==> src/tmhq_pkg.sv <==
// Shared types and constants for the ternary max-heap priority queue.
// Used by every module of the block but tmhq_ram; depends on nothing.
`default_nettype none

package tmhq_pkg;

    localparam int VALUE_W  = 32;
    localparam int COUNT_W  = 6;
    localparam int STATUS_W = 2;

    localparam logic FUNC_INSERT = 1'b0;
    localparam logic FUNC_REMOVE = 1'b1;

    localparam logic [STATUS_W-1:0] STATUS_OK    = 2'd0;
    localparam logic [STATUS_W-1:0] STATUS_FULL  = 2'd1;
    localparam logic [STATUS_W-1:0] STATUS_EMPTY = 2'd2;

    typedef struct packed {
        logic                      func;
        logic signed [VALUE_W-1:0] new_value;
    } t_in_item;

    typedef struct packed {
        logic signed [VALUE_W-1:0] removed_value;
        logic signed [VALUE_W-1:0] top_value;
        logic                      top_valid;
        logic [COUNT_W-1:0]        entry_count;
        logic [STATUS_W-1:0]       status;
    } t_out_item;

    typedef enum logic [3:0] {
        S_IDLE,
        S_START,
        S_UP_RD,
        S_UP_CMP,
        S_PUT,
        S_RM_ROOT,
        S_RM_LAST,
        S_DN_FIRST,
        S_DN_CHILD,
        S_DN_DEC,
        S_TOP_RD,
        S_DONE
    } t_state;

    // Commands from the controller to the datapath, at most one set per cycle.
    typedef struct packed {
        logic ld_item;
        logic start;
        logic up_rd;
        logic up_cmp;
        logic put;
        logic rm_root;
        logic rm_last;
        logic dn_first;
        logic dn_child;
        logic dn_dec;
        logic top_rd;
        logic done;
    } t_cmd;

    // Status from the datapath back to the controller.
    typedef struct packed {
        logic is_remove;
        logic full;
        logic empty;
        logic up_swap;
        logic up_root;
        logic last_gone;
        logic no_child;
        logic more_child;
        logic dn_swap;
        logic out_free;
    } t_stat;

endpackage

`default_nettype wire

==> src/ternary_max_heap_queue.sv <==
// Top level of the ternary max-heap priority queue.
// Depends on tmhq_pkg, tmhq_ctrl and tmhq_dp (which holds tmhq_ram).
`default_nettype none

// Priority queue of signed 32-bit values kept as a 3-ary max-heap in a single
// RAM of CAPACITY entries. Each input item either inserts new_value or removes
// the maximum, and produces exactly one result item carrying the removed value,
// the new maximum, the entry count and a status (ok, full with the insert
// dropped, or empty). Items are handled one at a time: the input is ready only
// while the sequencer is idle, and a finished result waits in an output
// register so that the next item can be taken while it is still unclaimed.
// The heap RAM has one read port with a registered read, and that port sets
// the pace. An insert into an empty heap writes its value at the root; any
// other insert reads each parent in turn, and every compare that swaps lifts
// the value one level. A removal that empties the heap goes straight on to
// the result; any other removal moves the last entry to the root and sinks it
// level by level (one read per child, then a compare and write) until a
// compare leaves it in place or it has no children. Failed operations on a
// full or empty queue also go straight on to the result. The heap store needs
// no clearing after reset, since only entries below the count are ever used.
module ternary_max_heap_queue #(
    parameter int CAPACITY = 32
) (
    input  wire logic                i_clk,
    input  wire logic                i_rst_n,
    input  wire logic                i_in_valid,
    output logic                     o_in_ready,
    input  wire tmhq_pkg::t_in_item  i_in_item,
    output logic                     o_out_valid,
    input  wire logic                i_out_ready,
    output tmhq_pkg::t_out_item      o_out_item
);

    tmhq_pkg::t_cmd  cmd;
    tmhq_pkg::t_stat stat;

    // The controller only sequences; all storage and comparisons live in the datapath.
    tmhq_ctrl u_ctrl (
        .i_clk      (i_clk),
        .i_rst_n    (i_rst_n),
        .i_in_valid (i_in_valid),
        .o_in_ready (o_in_ready),
        .i_stat     (stat),
        .o_cmd      (cmd)
    );

    tmhq_dp #(
        .CAPACITY (CAPACITY)
    ) u_dp (
        .i_clk       (i_clk),
        .i_rst_n     (i_rst_n),
        .i_in_item   (i_in_item),
        .i_cmd       (cmd),
        .o_stat      (stat),
        .o_out_valid (o_out_valid),
        .i_out_ready (i_out_ready),
        .o_out_item  (o_out_item)
    );

endmodule

`default_nettype wire

==> src/tmhq_ram.sv <==
// Generic single-write, single-read RAM with a registered read port.
// Stands alone; holds no package references.
`default_nettype none

module tmhq_ram #(
    parameter int WIDTH = 32,
    parameter int DEPTH = 32
) (
    input  wire logic                     i_clk,
    input  wire logic                     i_we,
    input  wire logic [$clog2(DEPTH)-1:0] i_waddr,
    input  wire logic [WIDTH-1:0]         i_wdata,
    input  wire logic                     i_re,
    input  wire logic [$clog2(DEPTH)-1:0] i_raddr,
    output logic      [WIDTH-1:0]         o_rdata
);

    logic [WIDTH-1:0] r_mem [DEPTH];
    logic [WIDTH-1:0] r_rdata;

    always_ff @(posedge i_clk) begin
        if (i_we) begin
            r_mem[i_waddr] <= i_wdata;
        end
        if (i_re) begin
            r_rdata <= r_mem[i_raddr];
        end
    end

    assign o_rdata = r_rdata;

endmodule

`default_nettype wire

==> src/tmhq_ctrl.sv <==
// Sequencing state machine of the heap queue: walks each operation step by step.
// Depends on tmhq_pkg for the state, command and status types.
`default_nettype none

module tmhq_ctrl (
    input  wire logic           i_clk,
    input  wire logic           i_rst_n,
    input  wire logic           i_in_valid,
    output logic                o_in_ready,
    input  wire tmhq_pkg::t_stat i_stat,
    output tmhq_pkg::t_cmd      o_cmd
);

    tmhq_pkg::t_state r_state;
    tmhq_pkg::t_state n_state;

    always_ff @(posedge i_clk) begin
        if (!i_rst_n) begin
            r_state <= tmhq_pkg::S_IDLE;
        end else begin
            r_state <= n_state;
        end
    end

    always_comb begin
        n_state = r_state;
        case (r_state)
            tmhq_pkg::S_IDLE: begin
                if (i_in_valid) n_state = tmhq_pkg::S_START;
            end
            tmhq_pkg::S_START: begin
                if (i_stat.is_remove) begin
                    n_state = i_stat.empty ? tmhq_pkg::S_TOP_RD : tmhq_pkg::S_RM_ROOT;
                end else if (i_stat.full) begin
                    n_state = tmhq_pkg::S_TOP_RD;
                end else if (i_stat.empty) begin
                    n_state = tmhq_pkg::S_PUT;
                end else begin
                    n_state = tmhq_pkg::S_UP_RD;
                end
            end
            tmhq_pkg::S_UP_RD: begin
                n_state = tmhq_pkg::S_UP_CMP;
            end
            tmhq_pkg::S_UP_CMP: begin
                if (i_stat.up_swap && !i_stat.up_root) begin
                    n_state = tmhq_pkg::S_UP_RD;
                end else begin
                    n_state = tmhq_pkg::S_PUT;
                end
            end
            tmhq_pkg::S_PUT: begin
                n_state = tmhq_pkg::S_TOP_RD;
            end
            tmhq_pkg::S_RM_ROOT: begin
                n_state = i_stat.last_gone ? tmhq_pkg::S_TOP_RD : tmhq_pkg::S_RM_LAST;
            end
            tmhq_pkg::S_RM_LAST: begin
                n_state = tmhq_pkg::S_DN_FIRST;
            end
            tmhq_pkg::S_DN_FIRST: begin
                n_state = i_stat.no_child ? tmhq_pkg::S_PUT : tmhq_pkg::S_DN_CHILD;
            end
            tmhq_pkg::S_DN_CHILD: begin
                if (!i_stat.more_child) n_state = tmhq_pkg::S_DN_DEC;
            end
            tmhq_pkg::S_DN_DEC: begin
                n_state = i_stat.dn_swap ? tmhq_pkg::S_DN_FIRST : tmhq_pkg::S_PUT;
            end
            tmhq_pkg::S_TOP_RD: begin
                n_state = tmhq_pkg::S_DONE;
            end
            tmhq_pkg::S_DONE: begin
                if (i_stat.out_free) n_state = tmhq_pkg::S_IDLE;
            end
            default: begin
                n_state = tmhq_pkg::S_IDLE;
            end
        endcase
    end

    always_comb begin
        o_cmd      = '0;
        o_in_ready = 1'b0;
        case (r_state)
            tmhq_pkg::S_IDLE: begin
                o_in_ready    = 1'b1;
                o_cmd.ld_item = i_in_valid;
            end
            tmhq_pkg::S_START:    o_cmd.start    = 1'b1;
            tmhq_pkg::S_UP_RD:    o_cmd.up_rd    = 1'b1;
            tmhq_pkg::S_UP_CMP:   o_cmd.up_cmp   = 1'b1;
            tmhq_pkg::S_PUT:      o_cmd.put      = 1'b1;
            tmhq_pkg::S_RM_ROOT:  o_cmd.rm_root  = 1'b1;
            tmhq_pkg::S_RM_LAST:  o_cmd.rm_last  = 1'b1;
            tmhq_pkg::S_DN_FIRST: o_cmd.dn_first = 1'b1;
            tmhq_pkg::S_DN_CHILD: o_cmd.dn_child = 1'b1;
            tmhq_pkg::S_DN_DEC:   o_cmd.dn_dec   = 1'b1;
            tmhq_pkg::S_TOP_RD:   o_cmd.top_rd   = 1'b1;
            tmhq_pkg::S_DONE:     o_cmd.done     = 1'b1;
            default: begin
                o_cmd = '0;
            end
        endcase
    end

endmodule

`default_nettype wire

==> src/tmhq_dp.sv <==
// Datapath of the heap queue: heap RAM, moving value, hole index, count and result register.
// Depends on tmhq_pkg and tmhq_ram.
`default_nettype none

module tmhq_dp #(
    parameter int CAPACITY = 32
) (
    input  wire logic                i_clk,
    input  wire logic                i_rst_n,
    input  wire tmhq_pkg::t_in_item  i_in_item,
    input  wire tmhq_pkg::t_cmd      i_cmd,
    output tmhq_pkg::t_stat          o_stat,
    output logic                     o_out_valid,
    input  wire logic                i_out_ready,
    output tmhq_pkg::t_out_item      o_out_item
);

    localparam int AW = $clog2(CAPACITY);
    localparam int CW = $clog2(CAPACITY + 1);
    localparam int XW = AW + 2;
    // Division by three as a multiply by a rounded-up reciprocal; exact for AW-bit operands.
    localparam int DS = AW + 2;
    localparam int DM = ((1 << DS) + 2) / 3;
    localparam int PW = AW + DS;

    logic                             r_func;
    logic signed [tmhq_pkg::VALUE_W-1:0] r_val;
    logic        [AW-1:0]             r_hole;
    logic        [CW-1:0]             r_count;
    logic        [XW-1:0]             r_child;
    logic                             r_have_best;
    logic signed [tmhq_pkg::VALUE_W-1:0] r_best_val;
    logic        [AW-1:0]             r_best_idx;
    logic signed [tmhq_pkg::VALUE_W-1:0] r_removed;
    logic        [tmhq_pkg::STATUS_W-1:0] r_status;
    logic                             r_out_valid;
    tmhq_pkg::t_out_item              r_out;

    logic                             ram_we;
    logic        [AW-1:0]             ram_waddr;
    logic        [tmhq_pkg::VALUE_W-1:0] ram_wdata;
    logic                             ram_re;
    logic        [AW-1:0]             ram_raddr;
    logic        [tmhq_pkg::VALUE_W-1:0] ram_rdata;
    logic signed [tmhq_pkg::VALUE_W-1:0] rd_val;

    logic        [AW-1:0]             hole_m1;
    logic        [PW-1:0]             parent_prod;
    logic        [AW-1:0]             parent_idx;
    logic        [XW-1:0]             first_child;
    logic        [XW-1:0]             next_child;
    logic        [XW-1:0]             count_x;
    logic        [CW-1:0]             count_m1;
    logic                             out_free;
    logic                             take_child;

    tmhq_ram #(
        .WIDTH (tmhq_pkg::VALUE_W),
        .DEPTH (CAPACITY)
    ) u_ram (
        .i_clk   (i_clk),
        .i_we    (ram_we),
        .i_waddr (ram_waddr),
        .i_wdata (ram_wdata),
        .i_re    (ram_re),
        .i_raddr (ram_raddr),
        .o_rdata (ram_rdata)
    );

    assign rd_val      = $signed(ram_rdata);
    assign hole_m1     = r_hole - AW'(1);
    assign parent_prod = PW'(hole_m1) * PW'(DM);
    assign parent_idx  = parent_prod[PW-1:DS];
    assign first_child = (XW'(r_hole) << 1) + XW'(r_hole) + XW'(1);
    assign next_child  = r_child + XW'(1);
    assign count_x     = XW'(r_count);
    assign count_m1    = r_count - CW'(1);
    assign out_free    = !r_out_valid || i_out_ready;
    assign take_child  = !r_have_best || (rd_val > r_best_val);

    always_comb begin
        o_stat.is_remove  = (r_func == tmhq_pkg::FUNC_REMOVE);
        o_stat.full       = (r_count == CW'(CAPACITY));
        o_stat.empty      = (r_count == '0);
        o_stat.up_swap    = (rd_val < r_val);
        o_stat.up_root    = (r_best_idx == '0);
        o_stat.last_gone  = (r_count == CW'(1));
        o_stat.no_child   = (first_child >= count_x);
        o_stat.more_child = (next_child < count_x) && (next_child <= first_child + XW'(2));
        o_stat.dn_swap    = (r_val < r_best_val);
        o_stat.out_free   = out_free;
    end

    always_comb begin
        ram_we    = 1'b0;
        ram_waddr = r_hole;
        ram_wdata = r_val;
        ram_re    = 1'b0;
        ram_raddr = '0;
        if (i_cmd.up_cmp && o_stat.up_swap) begin
            ram_we    = 1'b1;
            ram_wdata = rd_val;
        end
        if (i_cmd.put) begin
            ram_we = 1'b1;
        end
        if (i_cmd.dn_dec && o_stat.dn_swap) begin
            ram_we    = 1'b1;
            ram_wdata = r_best_val;
        end
        if (i_cmd.start || i_cmd.top_rd) begin
            ram_re = 1'b1;
        end
        if (i_cmd.up_rd) begin
            ram_re    = 1'b1;
            ram_raddr = parent_idx;
        end
        if (i_cmd.rm_root) begin
            ram_re    = 1'b1;
            ram_raddr = count_m1[AW-1:0];
        end
        if (i_cmd.dn_first) begin
            ram_re    = !o_stat.no_child;
            ram_raddr = first_child[AW-1:0];
        end
        if (i_cmd.dn_child) begin
            ram_re    = o_stat.more_child;
            ram_raddr = next_child[AW-1:0];
        end
    end

    always_ff @(posedge i_clk) begin
        if (!i_rst_n) begin
            r_count     <= '0;
            r_out_valid <= 1'b0;
        end else begin
            if (i_cmd.start && !o_stat.is_remove && !o_stat.full) begin
                r_count <= r_count + CW'(1);
            end
            if (i_cmd.rm_root) begin
                r_count <= count_m1;
            end
            if (i_cmd.done && out_free) begin
                r_out_valid <= 1'b1;
            end else if (i_out_ready) begin
                r_out_valid <= 1'b0;
            end
        end
    end

    always_ff @(posedge i_clk) begin
        if (i_cmd.ld_item) begin
            r_func    <= i_in_item.func;
            r_val     <= i_in_item.new_value;
            r_removed <= '0;
            r_status  <= tmhq_pkg::STATUS_OK;
        end
        if (i_cmd.start) begin
            r_hole <= r_count[AW-1:0];
            if (o_stat.is_remove && o_stat.empty) begin
                r_status <= tmhq_pkg::STATUS_EMPTY;
            end else if (!o_stat.is_remove && o_stat.full) begin
                r_status <= tmhq_pkg::STATUS_FULL;
            end
        end
        if (i_cmd.up_rd) begin
            r_best_idx <= parent_idx;
        end
        if (i_cmd.up_cmp && o_stat.up_swap) begin
            r_hole <= r_best_idx;
        end
        if (i_cmd.rm_root) begin
            r_removed <= rd_val;
        end
        if (i_cmd.rm_last) begin
            r_val  <= rd_val;
            r_hole <= '0;
        end
        if (i_cmd.dn_first) begin
            r_child     <= first_child;
            r_have_best <= 1'b0;
        end
        if (i_cmd.dn_child) begin
            r_have_best <= 1'b1;
            if (take_child) begin
                r_best_val <= rd_val;
                r_best_idx <= r_child[AW-1:0];
            end
            if (o_stat.more_child) begin
                r_child <= next_child;
            end
        end
        if (i_cmd.dn_dec && o_stat.dn_swap) begin
            r_hole <= r_best_idx;
        end
        if (i_cmd.done && out_free) begin
            r_out.removed_value <= r_removed;
            r_out.top_value     <= o_stat.empty ? '0 : rd_val;
            r_out.top_valid     <= !o_stat.empty;
            r_out.entry_count   <= tmhq_pkg::COUNT_W'(r_count);
            r_out.status        <= r_status;
        end
    end

    assign o_out_valid = r_out_valid;
    assign o_out_item  = r_out;

endmodule

`default_nettype wire

==> config.mk <==
export PLATFORM = sky130hd
export DESIGN_NAME = ternary_max_heap_queue
export DESIGN_NICKNAME = d
export VERILOG_FILES = /design/src/tmhq_pkg.sv /design/src/ternary_max_heap_queue.sv /design/src/tmhq_ram.sv /design/src/tmhq_ctrl.sv /design/src/tmhq_dp.sv
export SDC_FILE = /design/constraint.sdc
export NUM_CORES = 2
export LEC_CHECK = 0
export ABC_AREA = 0
export ABC_CLOCK_PERIOD_IN_PS = 11340
export BUFFER_PORTS_ARGS = -buffer_cell sky130_fd_sc_hd__buf_2
export CORE_UTILIZATION = 62
export CTS_CLUSTER_DIAMETER = 150
export CTS_CLUSTER_SIZE = 24
export DETAILED_ROUTE_END_ITERATION = 8
export PLACE_DENSITY = 0.79
export RECOVER_POWER = 100
export SKIP_CTS_REPAIR_TIMING = 1
export SYNTH_ARGS = -nofsm -noshare
export SYNTH_HDL_FRONTEND = slang
export SYNTH_SLANG_ARGS = --single-unit
==> constraint.sdc <==
create_clock -name i_clk -period 11.34 [get_ports i_clk]
set_input_delay 2.268 -clock i_clk [delete_from_list [all_inputs] [get_ports i_clk]]
set_output_delay 2.268 -clock i_clk [all_outputs]
set_load 0.03 [all_outputs]
Yosys cells after proc, flatten, opt, wreduce, memory -nomap -nowiden:

Memory sizes are Yosys's and may differ from the RTL's. A register that Yosys moved wholly into a read port is not among the register bits.
Index checks and enable logic that the tools add are counted.

* bits in registers: 201
* latch bits: 0
* bits in writable memories: 1024
* ROM bits: 0
* input port bits: 37
* output and inout port bits: 75
* memories kept: 1

Memories
* u_dp.u_ram.r_mem: depth 32, bits a word 32, rd ports 1, clocked after memory_dff 1, write ports 1, RTL line tmhq_ram.sv:18 `logic [WIDTH-1:0] r_mem [DEPTH];`

* $add $sub $neg: 7
* $mul: 1
* div/mod/pow operators: 0
* order comparisons: 6
* eq/ne operators: 16
* shift-type cells: 0
* multiplexer cells: 63
* bitwise operators: 0
* reduce and logical (&&, ||, !) cells: 29

Operators with widths (count)
* $mux 32: 6
* $lt 32x32->1: 2
* $mux 5: 10
* $pmux 4 s12: 1
* $mux 4: 9
* $gt 32x32->1: 1
* $mux 1: 25
* $mux 7: 3
* $eq 4x3->1 const B: 4
* $eq 4x4->1 const B: 4
* $add 7x1->7 const B: 2
* $mux 6: 2
* $mul 5x6->11 const B: 1
* $mux 2: 5
* $logic_and 1x1->1: 9
* $eq 4x2->1 const B: 2
* $reduce_bool 2->1: 4
* $add 6x5->7: 1
* $add 7x2->7 const B: 1
* $ge 7x6->1: 1
* $le 7x7->1: 1
* $logic_not 1->1: 7
* $lt 7x6->1: 1
* $add 6x1->6 const B: 1
* other kinds (15): 19

Logic depth before layout (Yosys ltp):

* word-level depth: 8
* gate-level depth with buffers: 20

Modules after synthesis:

A second synthesis with hierarchy kept.

* cells, all modules: 3346
* area total of the unflattened synthesis: 53005.8 um^2

Modules (own cells, without submodules)
* tmhq_ram: times used 1, cells an instance 2260, area an instance 40811.6 um^2, sequential area each 31710.4 um^2
* tmhq_dp: times used 1, cells an instance 1018, area an instance 11698.7 um^2, sequential area each 5695.5 um^2
* tmhq_ctrl: times used 1, cells an instance 68, area an instance 495.5 um^2, sequential area each 80.1 um^2

Worst setup path before layout:

OpenSTA, ideal clock, no wires.

* path kind: input to register
* start point: input port i_out_ready
* end point: register u_dp.r_out, in the netlist u_dp.o_out_item[0] (enable)
* library setup time: 0.513 ns
* arrival time: 5.642 ns
* path slack: 5.185 ns
* cell stages on the path: 2
* path buffers: 0
* cell sequence: nand2b_1 nor2b_1

* word-level cells in the longest chain between the ends: 2

Ends and longest elaborated chain
* start, declared: RTL line ternary_max_heap_queue.sv:30 `input wire logic i_out_ready,`
* $logic_or 1x1->1: RTL line tmhq_dp.sv:78 `assign out_free = !r_out_valid || i_out_ready;`
* $logic_and 1x1->1: RTL line tmhq_dp.sv:196 `if (i_cmd.done && out_free) begin`
* end, declared: RTL line tmhq_dp.sv:37 `tmhq_pkg::t_out_item r_out;`

No other way between the ends.
A chain may end at the register's enable or synchronous reset.

Worst setup path in the final report:

* start point: register u_dp.u_ram.r_rdata[31], in the netlist u_dp.u_ram.o_rdata[31] (read register of u_dp.u_ram.r_mem)
* end point: memory u_dp.u_ram.r_mem[6][22], data pin

* word-level cells in the longest chain between the ends: 4

Ends and longest elaborated chain
* start, declared: RTL line tmhq_ram.sv:19 `logic [WIDTH-1:0] r_rdata;`
* $lt 32x32->1: RTL line tmhq_dp.sv:85 `o_stat.up_swap = (rd_val < r_val);`
* $logic_and 1x1->1: RTL line tmhq_dp.sv:100 `if (i_cmd.up_cmp && o_stat.up_swap) begin`
* $mux 32: RTL line tmhq_dp.sv:100
* $mux 32: RTL line tmhq_dp.sv:107 `if (i_cmd.dn_dec && o_stat.dn_swap) begin`
* net u_dp.ram_wdata (one bit): RTL line tmhq_dp.sv:41 `logic [tmhq_pkg::VALUE_W-1:0] ram_wdata;`
* end, declared: RTL line tmhq_ram.sv:18

The timed path passes the listed nets, and every way through them passes these cells.

==> impl_metrics.csv <==
group,metric,value,unit
cts,cts_max_level,2,
yosys,synth_cells,3213,
worst_setup_path,crit_buf_inv,1,
worst_setup_path,cp_top_family,"compound AO/OA/AOI/OAI gates",
placed_design,port_buffers,111,
hold_path,holdPathStages,0,
run_status,status,"finished, violations left",
route,ant_nets,0,
global_routing,grt_usage,0.2914,
route,wirelength,125.3,mm
power_and_ir_drop,clockPowerShare,0.147,
timing,worst_pin_slew,4.015,ns
worst_setup_path,worst_ep_required_time,11.28,ns
timing,slew_viol_final,2054,
hold_path,hp-class,"flop to flop",
timing,period_needed,9.244,ns
placed_design,gp_congestion,0.8991,
timing,finalClockSkew,0.03497,ns
worst_setup_path,path_class,"flop to flop",
global_routing,overflow,0,
cts,clock-sinks,1257,
timing,fmax,108.2,MHz
die,io_pins,112,
worst_setup_path,crit_arrival,9.19,ns
final_layout,syn_to_final_growth,6.403,%
power_and_ir_drop,finalPower,15640,uW
worst_setup_path,crit_cells,10,
timing,min_period_over_period,0.8152,
final_layout,layout.cells.non_filler,4447,
worst_setup_path,cp_cell_sequence,"ha_1 > nand4_1 > nor3_1 > o2111ai_1 > o211ai_1 > a31oi_1 > mux2i_1 > clkbuf_1 > mux2i_1 > o21ai_0",
flow_run,cap_violations,68,
route,drc_errors,0,
yosys,yosysUniqueCellTypes,73,
worst_setup_path,cp_slowest_cell,"o21ai_0",
die,core,0.08409,sq mm
power_and_ir_drop,p_leak,0.01842,uW
worst_setup_path,cpPeakStageDelay,2.82,ns
cts,path_clk_slew,0.09,ns
yosys,syn_area,0.05290,sq mm
yosys,synth_nets,3401,
power_and_ir_drop,p_comb_frac,0.440,
global_routing,grt_max_degree,178,
timing,fin_ws,2.096,ns
run_status,violations,"max-capacitance violations, max-slew violations",
die,initial_core_util,0.6291,
cts,cts_tree,"yes",
placed_design,pre_cts_ws,4.429,ns
route,drtIter0Drc,3364,
worst_setup_path,r2r_start,"u_dp.u_ram.o_rdata[31]$_DFFE_PP_",
worst_setup_path,reg2reg_slack,2.10,ns
yosys,ys_ff_latch,1257,
cts,clkLatencyLatePin,0.68,ns
die,die_w,294.1,microns
global_routing,grt_pass1_vias,29570,
worst_setup_path,reg2reg_to,"u_dp.u_ram.r_mem[6][22]$_DFFE_PP_",
power_and_ir_drop,swShare,0.3676,
power_and_ir_drop,power.net_switching,5751,uW
yosys,avgSynthCellArea,16.46,sq um
timing,finalSetupViolCount,0,
power_and_ir_drop,p_int,9893,uW
die,rows,106,
hold_path,holdPathEnd,"u_dp.o_out_item[71]$_DFFE_PP_",
worst_setup_path,r2r_cells,10,
route,wire_per_inst,28.19,microns
hold_path,min_from,"u_dp.r_removed[30]$_SDFFCE_PN0P_",
yosys,synthDominantCellAreaShare,0.6988,
timing,rsz0062_at_grt,"no",
worst_setup_path,startpoint_type,"flop",
worst_setup_path,path_common_cell,"mux2i_1",
final_layout,drive_gt1_frac,0.1244,
final_layout,fin_nets,3489,
cts,cts-root-buf,"clkbuf_16",
worst_setup_path,path_max_fanout,32,
placed_design,dp.cells,4372,
timing,whs,0.4261,ns
yosys,synth_most_common_cell,"edfxtp_1",
worst_setup_path,crit_path_end_kind,"flop",
cts,cts_buffer_depth,3,
yosys,yosysWarnings,0,
yosys,synth.area.top_cells,"edfxtp_1 (70%), mux4_2 (8.2%), ha_1 (3.5%), nand2_1 (1.7%), a21oi_1 (1.6%)",
power_and_ir_drop,p_per_area,277.9,mW/mm^2
global_routing,grt_pass1_wl,183.6,mm
placed_design,dp_hpwl,70.22,mm
power_and_ir_drop,peakVddDrop,369.0,uV
timing,final-hold-violation-count,0,
yosys,synth_common_cells,"edfxtp_1 (1231), nand2_1 (237), mux4_2 (192)",
yosys,synth_ff_type,"edfxtp_1",
route,vias,29630,
yosys,synth_edf_count,1231,
power_and_ir_drop,seq_power_share,0.413,
global_routing,antenna_found_initial,1,
cts,numCtsBuffers,58,
die,die_area,0.08649,sq mm
yosys,yosysTopAreaCell,"edfxtp_1",
timing,finalSetupTns,0,ns
route,via_per_inst,6.662,
die,die_h,294.1,microns
yosys,synthArstFlopShare,0,
route,firstDrtPassIters,6,
yosys,synth_seq_area_share,0.7086,
timing,slew_headroom,-1.705,
## worst register-to-register path, delay by kind of cell, from the launching register on
kind / cells / cell delay (ns)
compound gates: 4 / 3.59
buf+inv: 1 / 1.51
mux: 2 / 1.42
simple gates: 2 / 0.82
flops: 1 / 0.63
fa+ha+maj: 1 / 0.52
## power groups by stage
stage,registers (uW),logic (uW),clock network (uW)
floorplan,6310,5240,0
global route,6500,7480,2460
detailed placement,6500,6850,0
global placement,6480,6610,0
finish,6460,6890,2300
CTS,6390,6920,2320
## worst max-delay path by stage
stage | start | to | slack (ns)
floorplan | i_out_ready | u_dp.o_out_item[0]$_DFFE_PP_ | 5.19
detailed placement | u_dp.r_hole[0]$_DFFE_PP_ | u_dp.u_ram.o_rdata[29]$_DFFE_PP_ | 4.43
global route | u_dp.u_ram.o_rdata[31]$_DFFE_PP_ | u_dp.u_ram.r_mem[13][22]$_DFFE_PP_ | 2.01
global placement | u_dp.r_hole[0]$_DFFE_PP_ | u_dp.u_ram.o_rdata[30]$_DFFE_PP_ | 4.57
CTS | u_dp.r_hole[0]$_DFFE_PP_ | u_dp.u_ram.o_rdata[30]$_DFFE_PP_ | 4.37
finish | u_dp.u_ram.o_rdata[31]$_DFFE_PP_ | u_dp.u_ram.r_mem[6][22]$_DFFE_PP_ | 2.10
## registers in the layout (all words and copies together), names as in the netlist
signal,cells
u_dp.o_out_valid,1
u_dp.u_ram.o_rdata,32
u_dp.r_status,2
u_dp.o_out_item,73
u_dp.r_best_idx,5
u_dp.r_have_best,1
u_dp.u_ram.r_mem,1024
u_dp.r_child,7
u_dp.r_hole,5
u_dp.r_best_val,32
u_dp.r_func,1
u_ctrl.r_state,4
u_dp.r_count,6
u_dp.r_removed,32
u_dp.r_val,32
## layer usage
metal,up-vias,track usage,part of all wire
li1,12590,-,-
met1,15010,0.3867,0.36
met2,1730,0.4863,0.49
met3,301,0.04728,0.10
met4,0,0.1152,0.038
met5,-,0,0
## cell families (layout without fill, tap and decap cells)
group                    after synthesis  in the layout  share of synthesized area
flip-flops                          1257           1257                     0.7086
AND/OR/NAND/NOR                      733            733                    0.07141
AO/OA/AOI/OAI                        463            463                    0.05514
buffers and inverters                303            402                    0.02476
multiplexers                         278            278                    0.09913
adder cells (fa/ha/maj)              151            151                    0.03628
XOR/XNOR                              28             28                   0.004636
other                                  0              1                          0
## area by class of cell
type | instances | area [sq um]
Timing Repair Buffer | 174 | 794.5
Clock buffer | 68 | 1510
Antenna cell | 1 | 2.502
Tap cell | 1134 | 1419
Inverter | 157 | 589.3
Fill cell | 5525 | 27800
Multi-Input combinational cell | 1653 | 14420
Sequential cell | 1257 | 37490
Clock inverter | 3 | 66.31
## cells in the final DEF, fill, tap and decap left out, types with 17 or more instances in the layout
| cell | n |
|---|---|
| clkbuf_16 | 59 |
| mux2_2 | 42 |
| buf_2 | 35 |
| edfxtp_1 | 1231 |
| dfxtp_1 | 26 |
| o21ai_0 | 92 |
| nor2b_1 | 75 |
| and2_1 | 29 |
| xnor2_1 | 19 |
| mux4_2 | 192 |
| ha_1 | 147 |
| nor2_1 | 34 |
| and3b_1 | 32 |
| and2_0 | 46 |
| nand3_1 | 147 |
| mux2i_1 | 41 |
| a22oi_1 | 37 |
| inv_1 | 157 |
| clkbuf_1 | 128 |
| a21oi_1 | 169 |
| buf_4 | 17 |
| nor2_4 | 30 |
| nand2_1 | 237 |
| nor4_1 | 39 |
| o21a_1 | 38 |
| o22a_1 | 34 |
## metrics by stage
step / area (sq um) / utilization
2_1_floorplan: 52900 / -
3_3_place_gp: 55140 / 0.6558
3_5_place_dp: 55140 / 0.6558
4_1_cts: 56720 / 0.6745
5_1_grt: 56280 / 0.6694
6_report: 56290 / 0.6694
Power figures use the tool's default switching activity.
